**src/rtl/assert_macros.svh**
```systemverilog
// assertion macros shared by the rtl files
`ifndef ASSERT_MACROS_SVH
`define ASSERT_MACROS_SVH
`ifndef SYNTH
// property checked on every rising edge outside reset
`define NFQ_ASSERT(lbl, clk, rst_n, prop, msg) \
    lbl: assert property (@(posedge clk) disable iff (!rst_n) prop) else $error(msg);
// implication checked on every rising edge outside reset
`define NFQ_ASSERT_IMP(lbl, clk, rst_n, pre, post, msg) \
    lbl: assert property (@(posedge clk) disable iff (!rst_n) (pre) |-> (post)) else $error(msg);
`else
`define NFQ_ASSERT(lbl, clk, rst_n, prop, msg)
`define NFQ_ASSERT_IMP(lbl, clk, rst_n, pre, post, msg)
`endif
`endif

```
**src/rtl/nfq_pkg.sv**
```systemverilog
// shared types and constants for the negative-value fifo with min/max
package nfq_pkg;

    localparam int DEPTH_DEF = 16;
    localparam int VAL_W     = 32;

    localparam logic [1:0] ACT_PUSH  = 2'd0;
    localparam logic [1:0] ACT_POP   = 2'd1;
    localparam logic [1:0] ACT_CLEAR = 2'd2;
    localparam logic [1:0] ACT_QUERY = 2'd3;

    localparam logic [1:0] ST_DONE   = 2'd0;
    localparam logic [1:0] ST_IGNORE = 2'd1;
    localparam logic [1:0] ST_FULL   = 2'd2;
    localparam logic [1:0] ST_EMPTY  = 2'd3;

    typedef enum logic [2:0] {
        S_IDLE = 3'b001,
        S_SCAN = 3'b010,
        S_OUT  = 3'b100
    } t_state;

    // control of the shared compare unit
    typedef struct packed {
        logic clear;
        logic load;
    } t_mm_ctl;

endpackage

```
**src/rtl/nfq_mem.sv**
```systemverilog
// slot storage: one write port, one registered read port
module nfq_mem import nfq_pkg::*; #(
    parameter int DEPTH = DEPTH_DEF,
    localparam int AW   = $clog2(DEPTH)
) (
    input  logic                    i_clk,
    input  logic                    i_we,
    input  logic [AW-1:0]           i_waddr,
    input  logic signed [VAL_W-1:0] i_wdata,
    input  logic                    i_re,
    input  logic [AW-1:0]           i_raddr,
    output logic signed [VAL_W-1:0] o_rdata
);

    logic signed [VAL_W-1:0] r_mem [DEPTH];
    logic signed [VAL_W-1:0] r_rdata;

    always_ff @(posedge i_clk) begin
        if (i_we) begin
            r_mem[i_waddr] <= i_wdata;
        end
        if (i_re) begin
            r_rdata <= r_mem[i_raddr];
        end
    end

    assign o_rdata = r_rdata;

endmodule

```
**src/rtl/nfq_minmax.sv**
```systemverilog
// shared compare unit: tracks front, largest and smallest over a scan
module nfq_minmax import nfq_pkg::*; (
    input  logic                    i_clk,
    input  logic                    i_rst_n,
    input  t_mm_ctl                 i_ctl,
    input  logic signed [VAL_W-1:0] i_data,
    output logic                    o_have,
    output logic signed [VAL_W-1:0] o_front,
    output logic signed [VAL_W-1:0] o_largest,
    output logic signed [VAL_W-1:0] o_smallest
);

    logic                    r_have;
    logic signed [VAL_W-1:0] r_front, r_max, r_min;

    always_ff @(posedge i_clk) begin
        if (!i_rst_n) begin
            r_have <= 1'b0;
        end else if (i_ctl.clear) begin
            r_have <= 1'b0;
        end else if (i_ctl.load) begin
            r_have <= 1'b1;
        end
    end

    always_ff @(posedge i_clk) begin
        if (i_ctl.load) begin
            if (!r_have) begin
                // first word seen is the front
                r_front <= i_data;
                r_max   <= i_data;
                r_min   <= i_data;
            end else begin
                if (i_data > r_max) r_max <= i_data;
                if (i_data < r_min) r_min <= i_data;
            end
        end
    end

    assign o_have     = r_have;
    assign o_front    = r_front;
    assign o_largest  = r_max;
    assign o_smallest = r_min;

endmodule

```
**src/rtl/negative_fifo_with_min_max.sv**
```systemverilog
// an action is accepted in idle, the live words are then scanned from the head, then the result is registered
// a pop scans the old count: the first word read is the popped word, else count after the action
// a new action is accepted only after the result of the last one is loaded into the output register
// input ready only in idle; a result still held in the output register stalls the block
// synchronous active-low reset empties the queue; slot contents need no reset
`include "assert_macros.svh"
module negative_fifo_with_min_max import nfq_pkg::*; #(
    parameter int DEPTH = DEPTH_DEF,
    localparam int AW    = $clog2(DEPTH),
    localparam int CW    = $clog2(DEPTH + 1),
    localparam int OUT_W = ((4 * VAL_W + 1 + CW + 7) / 8) * 8
) (
    input  logic             i_clk,
    input  logic             i_rst_n,
    input  logic             i_s_tvalid,
    output logic             o_s_tready,
    input  logic [31:0]      i_s_tdata,   // push_value
    input  logic [1:0]       i_s_tuser,   // action
    output logic             o_m_tvalid,
    input  logic             i_m_tready,
    output logic [OUT_W-1:0] o_m_tdata,   // popped_value, front_value, is_empty,
                                          // entry_count, largest_value, smallest_value, pad
    output logic [1:0]       o_m_tuser    // status
);

    localparam logic [CW-1:0] FULL_CNT = CW'(DEPTH);
    localparam logic [AW-1:0] LAST_PTR = AW'(DEPTH - 1);

    t_state                  r_state, n_state;
    logic [AW-1:0]           r_head, n_head, r_tail, n_tail, r_ptr, n_ptr;
    logic [CW-1:0]           r_count, n_count, r_left, n_left;
    logic                    r_skip, n_skip, r_rd_v, n_rd_v;
    logic signed [VAL_W-1:0] r_popped, n_popped;
    logic [1:0]              r_status, n_status;
    logic                    r_out_valid;
    logic [OUT_W-1:0]        r_out_data;
    logic [1:0]              r_out_user;

    logic                    acc, out_load, wr_en, rd_en;
    logic signed [VAL_W-1:0] push_val, rd_data;
    logic signed [VAL_W-1:0] mm_front, mm_max, mm_min;
    logic                    mm_have;
    t_mm_ctl                 mm_ctl;

    assign push_val   = signed'(i_s_tdata);
    assign o_s_tready = (r_state == S_IDLE);
    assign acc        = i_s_tvalid & o_s_tready;
    assign wr_en      = acc && (i_s_tuser == ACT_PUSH) && push_val[VAL_W-1]
                        && (r_count != FULL_CNT);

    always_comb begin
        n_state  = r_state;
        n_head   = r_head;
        n_tail   = r_tail;
        n_count  = r_count;
        n_ptr    = r_ptr;
        n_left   = r_left;
        n_skip   = r_skip;
        n_rd_v   = 1'b0;
        n_popped = r_popped;
        n_status = r_status;
        rd_en    = 1'b0;
        out_load = 1'b0;
        case (r_state)
            S_IDLE: begin
                if (acc) begin
                    n_status = ST_DONE;
                    n_skip   = 1'b0;
                    n_popped = '0;
                    case (i_s_tuser)
                        ACT_PUSH: begin
                            if (!push_val[VAL_W-1]) begin
                                n_status = ST_IGNORE;
                            end else if (r_count == FULL_CNT) begin
                                n_status = ST_FULL;
                            end else begin
                                n_tail  = (r_tail == LAST_PTR) ? '0 : r_tail + 1'b1;
                                n_count = r_count + 1'b1;
                            end
                        end
                        ACT_POP: begin
                            if (r_count == '0) begin
                                n_status = ST_EMPTY;
                            end else begin
                                n_head  = (r_head == LAST_PTR) ? '0 : r_head + 1'b1;
                                n_count = r_count - 1'b1;
                                n_skip  = 1'b1;
                            end
                        end
                        ACT_CLEAR: begin
                            n_head  = '0;
                            n_tail  = '0;
                            n_count = '0;
                        end
                        default: begin
                        end
                    endcase
                    // scan starts at the old head; a pop reads its word first
                    n_ptr   = (i_s_tuser == ACT_CLEAR) ? '0 : r_head;
                    n_left  = n_skip ? r_count : n_count;
                    n_state = S_SCAN;
                end
            end
            S_SCAN: begin
                if (r_left != '0) begin
                    rd_en  = 1'b1;
                    n_rd_v = 1'b1;
                    n_ptr  = (r_ptr == LAST_PTR) ? '0 : r_ptr + 1'b1;
                    n_left = r_left - 1'b1;
                end
                if (r_rd_v && r_skip) begin
                    n_popped = rd_data;
                    n_skip   = 1'b0;
                end
                if (r_left == '0 && !r_rd_v) begin
                    n_state = S_OUT;
                end
            end
            S_OUT: begin
                if (!r_out_valid || i_m_tready) begin
                    out_load = 1'b1;
                    n_state  = S_IDLE;
                end
            end
            default: begin
                n_state = S_IDLE;
            end
        endcase
    end

    assign mm_ctl.clear = acc;
    assign mm_ctl.load  = r_rd_v && !r_skip;

    always_ff @(posedge i_clk) begin
        if (!i_rst_n) begin
            r_state <= S_IDLE;
            r_head  <= '0;
            r_tail  <= '0;
            r_count <= '0;
            r_left  <= '0;
            r_rd_v  <= 1'b0;
            r_skip  <= 1'b0;
        end else begin
            r_state <= n_state;
            r_head  <= n_head;
            r_tail  <= n_tail;
            r_count <= n_count;
            r_left  <= n_left;
            r_rd_v  <= n_rd_v;
            r_skip  <= n_skip;
        end
    end

    always_ff @(posedge i_clk) begin
        r_ptr    <= n_ptr;
        r_popped <= n_popped;
        r_status <= n_status;
    end

    // output register
    always_ff @(posedge i_clk) begin
        if (!i_rst_n) begin
            r_out_valid <= 1'b0;
        end else if (out_load) begin
            r_out_valid <= 1'b1;
        end else if (i_m_tready) begin
            r_out_valid <= 1'b0;
        end
    end

    always_ff @(posedge i_clk) begin
        if (out_load) begin
            r_out_data <= OUT_W'({
                (mm_have ? mm_min   : {VAL_W{1'b0}}),
                (mm_have ? mm_max   : {VAL_W{1'b0}}),
                r_count,
                (r_count == '0),
                (mm_have ? mm_front : {VAL_W{1'b0}}),
                r_popped});
            r_out_user <= r_status;
        end
    end

    assign o_m_tvalid = r_out_valid;
    assign o_m_tdata  = r_out_data;
    assign o_m_tuser  = r_out_user;

    nfq_mem #(.DEPTH(DEPTH)) u_mem (
        .i_clk   (i_clk),
        .i_we    (wr_en),
        .i_waddr (r_tail),
        .i_wdata (push_val),
        .i_re    (rd_en),
        .i_raddr (r_ptr),
        .o_rdata (rd_data)
    );

    nfq_minmax u_minmax (
        .i_clk      (i_clk),
        .i_rst_n    (i_rst_n),
        .i_ctl      (mm_ctl),
        .i_data     (rd_data),
        .o_have     (mm_have),
        .o_front    (mm_front),
        .o_largest  (mm_max),
        .o_smallest (mm_min)
    );

    `NFQ_ASSERT(a_count_max, i_clk, i_rst_n, (r_count <= FULL_CNT), "fill count beyond depth")
    `NFQ_ASSERT(a_ptr_match, i_clk, i_rst_n,
        ((r_count == '0 || r_count == FULL_CNT) == (r_head == r_tail)),
        "pointers disagree with fill count")
    `NFQ_ASSERT_IMP(a_rd_in_scan, i_clk, i_rst_n, r_rd_v, (r_state == S_SCAN),
        "read data outside scan")
    `NFQ_ASSERT_IMP(a_left_bound, i_clk, i_rst_n, (r_state == S_SCAN),
        (r_left <= FULL_CNT), "scan length beyond depth")

endmodule
```
**config.mk**
```make
export PLATFORM = sky130hd
export DESIGN_NAME = negative_fifo_with_min_max
export DESIGN_NICKNAME = d
export VERILOG_FILES = /design/src/rtl/nfq_pkg.sv /design/src/rtl/nfq_mem.sv /design/src/rtl/nfq_minmax.sv /design/src/rtl/negative_fifo_with_min_max.sv
export VERILOG_INCLUDE_DIRS = /design/src /design/src/rtl
export SDC_FILE = /design/constraint.sdc
export NUM_CORES = 1
export LEC_CHECK = 0
export CORE_MARGIN = 3
export CORE_UTILIZATION = 30
export CTS_CLUSTER_DIAMETER = 80
export DETAILED_ROUTE_END_ITERATION = 10
export DONT_BUFFER_PORTS = 1
export SYNTH_ARGS = -nofsm -noshare
export SYNTH_HDL_FRONTEND = slang
export SYNTH_SLANG_ARGS = --single-unit
export TNS_END_PERCENT = 50
```
**constraint.sdc**
```tcl
create_clock -name i_clk -period 13.5 [get_ports i_clk]
set_input_delay 2.7 -clock i_clk [delete_from_list [all_inputs] [get_ports i_clk]]
set_output_delay 2.7 -clock i_clk [all_outputs]
set_load 0.02 [all_outputs]
```
==> results.md <==
- Run status: completed
- P_sw: 1324 uW
- Crit path max-delay family: simple AND/OR/NAND/NOR gates
- Unrepaired setup endpoints after global routing: no
- CTS tree: done
- Nets: 2037
- FF-to-FF setup slack: 9700 ps
- PD cells: 154.1 nW/um2
- Avg Cell Area, Syn: 17.25 um2
- Dominant synthesized flop cell: edfxtp_1
- Arr. time, crit path: 5550 ps
- Layout Area Growth over Synthesis: 13.80%
- Critical Path Slowest Stage Cell: nor2_4
- Final ANT Viol Nets: 0
- Req. time, crit path: 13760 ps
- Synth Instances: 1902
- Sequential power share: 0.512
- Net Sw Frac: 0.2301
- Top Ports: 178
- Hold Path Stages: 0
- Worst vdd ir: 97.65 uV
- CTS buffer count: 84
- Worst path max stage delay: 940 ps
- Crit path cell chain: nor2b_1, nand2b_1, nor4_1, nand2_1, nor2_4
- Hold path start: r_popped[22]
- Vias: 16460
- Final Max Tran Viols: 0
- Synthesized area: 32800 um2
- Final global-route overflow total: 0
- Die area: 113400 um2
- CORE AREA: 107800 um2
- Max cap viols: 0
- Minimum clock period: 5292 ps
- Reg-to-reg endpoint: u_mem.r_mem[11][11]
- # H-tree levels: 3
- Gate power share: 0.078
- Synth cell types: 64
- FMAX: 0.1890 GHz
- # setup viols final: 0
- Placement Cell Area: 34500 um2
- Clk root buf: clkbuf_16
- Hold crit path type: reg -> reg
- Wirelength per Cell: 21.59 um
- Synth warn: 0
- Chip Width: 336.7 um
- Leakage: 0.01218 uW
- RR Startpoint: r_count[0]
- Final WL: 73.39 mm
- Routed vias/inst: 4.844
- Bufs and invs on worst path: 0
- Drt first pass iters: 5
- Sum Neg Setup Slack: 0 ps
- Max clock buf depth: 3
- Post-Layout Inst Area: 37330 um2
- Initial DRC count: 1577
- Pin count of the biggest net entering global routing: 108
- Initial antenna violation count: 0
- Max transition margin: 0.2756
- Gpl congestion: 0.8145
- DP HPWL: 47.44 mm
- First-pass GRT wire length: 107.7 mm
- Crit start category: input port
- Cell internal pwr: 4430 uW
- Critical path class: in -> reg
- Die H: 336.7 um
- Sequential fraction of the synthesis area: 0.7604
- Post-cts resize count: 0
- Clock sinks: 839
- Starting Density: 0.3043
- Worst-Margin Slew: 1084 ps
- Vias in the first global route: 16410
- DRC: 0
- Setup crit end kind: flop
- Worst-case hold slack: 415.4 ps
- Crit path max fanout: 32
- Clock Power Share: 0.410
- Worst skew pair latency: 660 ps
- Layout cells sized above 1: 0.1353
- Final Util: 0.3463
- FF+latch count, synth: 839
- Hold Buf Count CTS: 0
- Hold path endpoint: o_m_tdata[22]
- Final period util: 0.3920
- Hold Vio Cnt, Final: 0
- Ant diodes: 0
- Worst Reg-to-Reg Cells: 7
- Clock-pin slew on the worst setup and hold paths: 60 ps
- Post-route clock skew: 47.17 ps
- Setup Fix Bufs, Post-CTS: 0
- Row cnt: 120
- Async SR Flop Fraction: 0
- EDFF count, synth: 814
- Filler Cells Inserted: 10000
- Total GRT Usage: 0.1277
- I/O Buffers: 0
## routing by layer
layer	part of all wire	GRT usage	wire length, um
met1	0.43	0.1736	31850
met2	0.46	0.1972	33530
met3	0.092	0.04104	6745
met4	0.017	0.03381	1270
met5	0	0	0
## cells in the mapped netlist (all sizes together), types with 2 or more instances
| master | instances | share of area |
|---|---|---|
| a31oi | 5 | 0.00095 |
| inv | 78 | 0.0089 |
| a211oi | 10 | 0.0024 |
| o211ai | 2 | 0.00046 |
| a22oi | 34 | 0.0078 |
| o22ai | 6 | 0.0011 |
| nand2b | 8 | 0.0015 |
| and2 | 69 | 0.013 |
| nor2b | 6 | 0.0011 |
| a21oi | 80 | 0.012 |
| nand2 | 79 | 0.0090 |
| or3b | 3 | 0.00088 |
| dfxtp | 25 | 0.015 |
| buf | 34 | 0.0057 |
| nor2 | 112 | 0.013 |
| mux2i | 101 | 0.031 |
| or3 | 5 | 0.00095 |
| nand3 | 19 | 0.0029 |
| or2 | 2 | 0.00038 |
| clkbuf | 49 | 0.0056 |
| nor3b | 2 | 0.00046 |
| mux4 | 64 | 0.044 |
| a221oi | 33 | 0.0088 |
| mux2 | 29 | 0.010 |
| o21ai | 91 | 0.014 |
| a21o | 8 | 0.0018 |
| ha | 73 | 0.028 |
| nand4 | 17 | 0.0032 |
| nor4 | 7 | 0.0013 |
| a32oi | 2 | 0.00053 |
| xor2 | 3 | 0.00080 |
| nor3 | 9 | 0.0014 |
| edfxtp | 814 | 0.75 |
| and3 | 5 | 0.00095 |
## logic make-up (layout without fill, tap and decap cells)
family          Yosys count  count (layout)  share of synthesized area
flops                   839             839                     0.7604
buf+inv                 161             254                    0.02022
compound gates          283             283                    0.05378
xor+xnor                  4               4                   0.001068
other cells               1               2                  0.0001143
simple gates            347             347                    0.05187
mux                     194             194                    0.08471
fa+ha+maj                73              73                    0.02784
## power by group through the flow
stage / clock network [uW] / registers [uW] / logic [uW]
global placement: 0 / 3000 / 443
floorplan: 0 / 2990 / 321
detailed placement: 0 / 3000 / 450
CTS: 2420 / 2940 / 451
global route: 2530 / 2950 / 486
finish: 2360 / 2940 / 450
## how the worst max path moves through the flow
stage,slack (ps),to,depth (start not counted),start
2_1_floorplan,6970,o_m_tdata[0],2,i_m_tready
3_3_place_gp,7620,u_mem.r_mem[11][13],5,i_s_tvalid
3_5_place_dp,7590,u_mem.r_mem[8][9],5,i_s_tvalid
4_1_cts,8270,u_mem.r_mem[8][31],5,i_s_tvalid
5_1_grt,8030,u_mem.r_mem[10][11],5,i_s_tvalid
6_report,8210,u_mem.r_mem[11][11],5,i_s_tvalid
## layout make-up
type	instances	area [um2]	area share
well taps	1403	1755	0.04703
inverters	78	292.8	0.007843
multi-input cells	903	7342	0.1967
clock inverters	60	685.7	0.01837
flip-flops and latches	839	24940	0.6682
clock buffers	96	2147	0.05752
repair buffers	20	162.7	0.004357
## placed cells by master, fill, tap and decap left out, types with 12 or more instances in the layout
cell type and n:
nor2_1 99, nor2_4 13, clkbuf_16 84, a221oi_1 33, nand4_1 17, inv_1 77, nand3_1 19, clkbuf_1 12
mux4_2 64, nand2_1 79, clkinv_2 13, ha_1 73, buf_4 19, a22oi_1 34, clkinv_1 19, and2_1 68
edfxtp_1 814, mux2i_1 101, a21oi_1 79, mux2_2 29, o21ai_0 89, dfxtp_1 25
## flip-flops by register name, indices dropped and copies added (netlist names), 2 cells and up
name,cells
r_count,5
r_left,5
u_mem.r_mem,512
o_m_tdata,134
r_status,2
u_minmax.o_front,32
u_mem.o_rdata,32
o_m_tuser,2
r_head,4
u_minmax.o_smallest,32
u_minmax.o_largest,32
r_ptr,4
r_tail,4
r_popped,32
r_state,3
## stage by stage
| stage | instances | power, uW | worst slack, ps |
|---|---|---|---|
| after global placement | 3243 | 3442 | 7617 |
| after global routing | 3399 | 5962 | 8027 |
| after floorplan | 1903 | 3311 | 6973 |
| after detailed placement | 3243 | 3450 | 7595 |
| final | 3399 | 5754 | 8208 |
| after CTS | 3399 | 5817 | 8270 |
No activity file was read; power rests on OpenSTA's default activity.
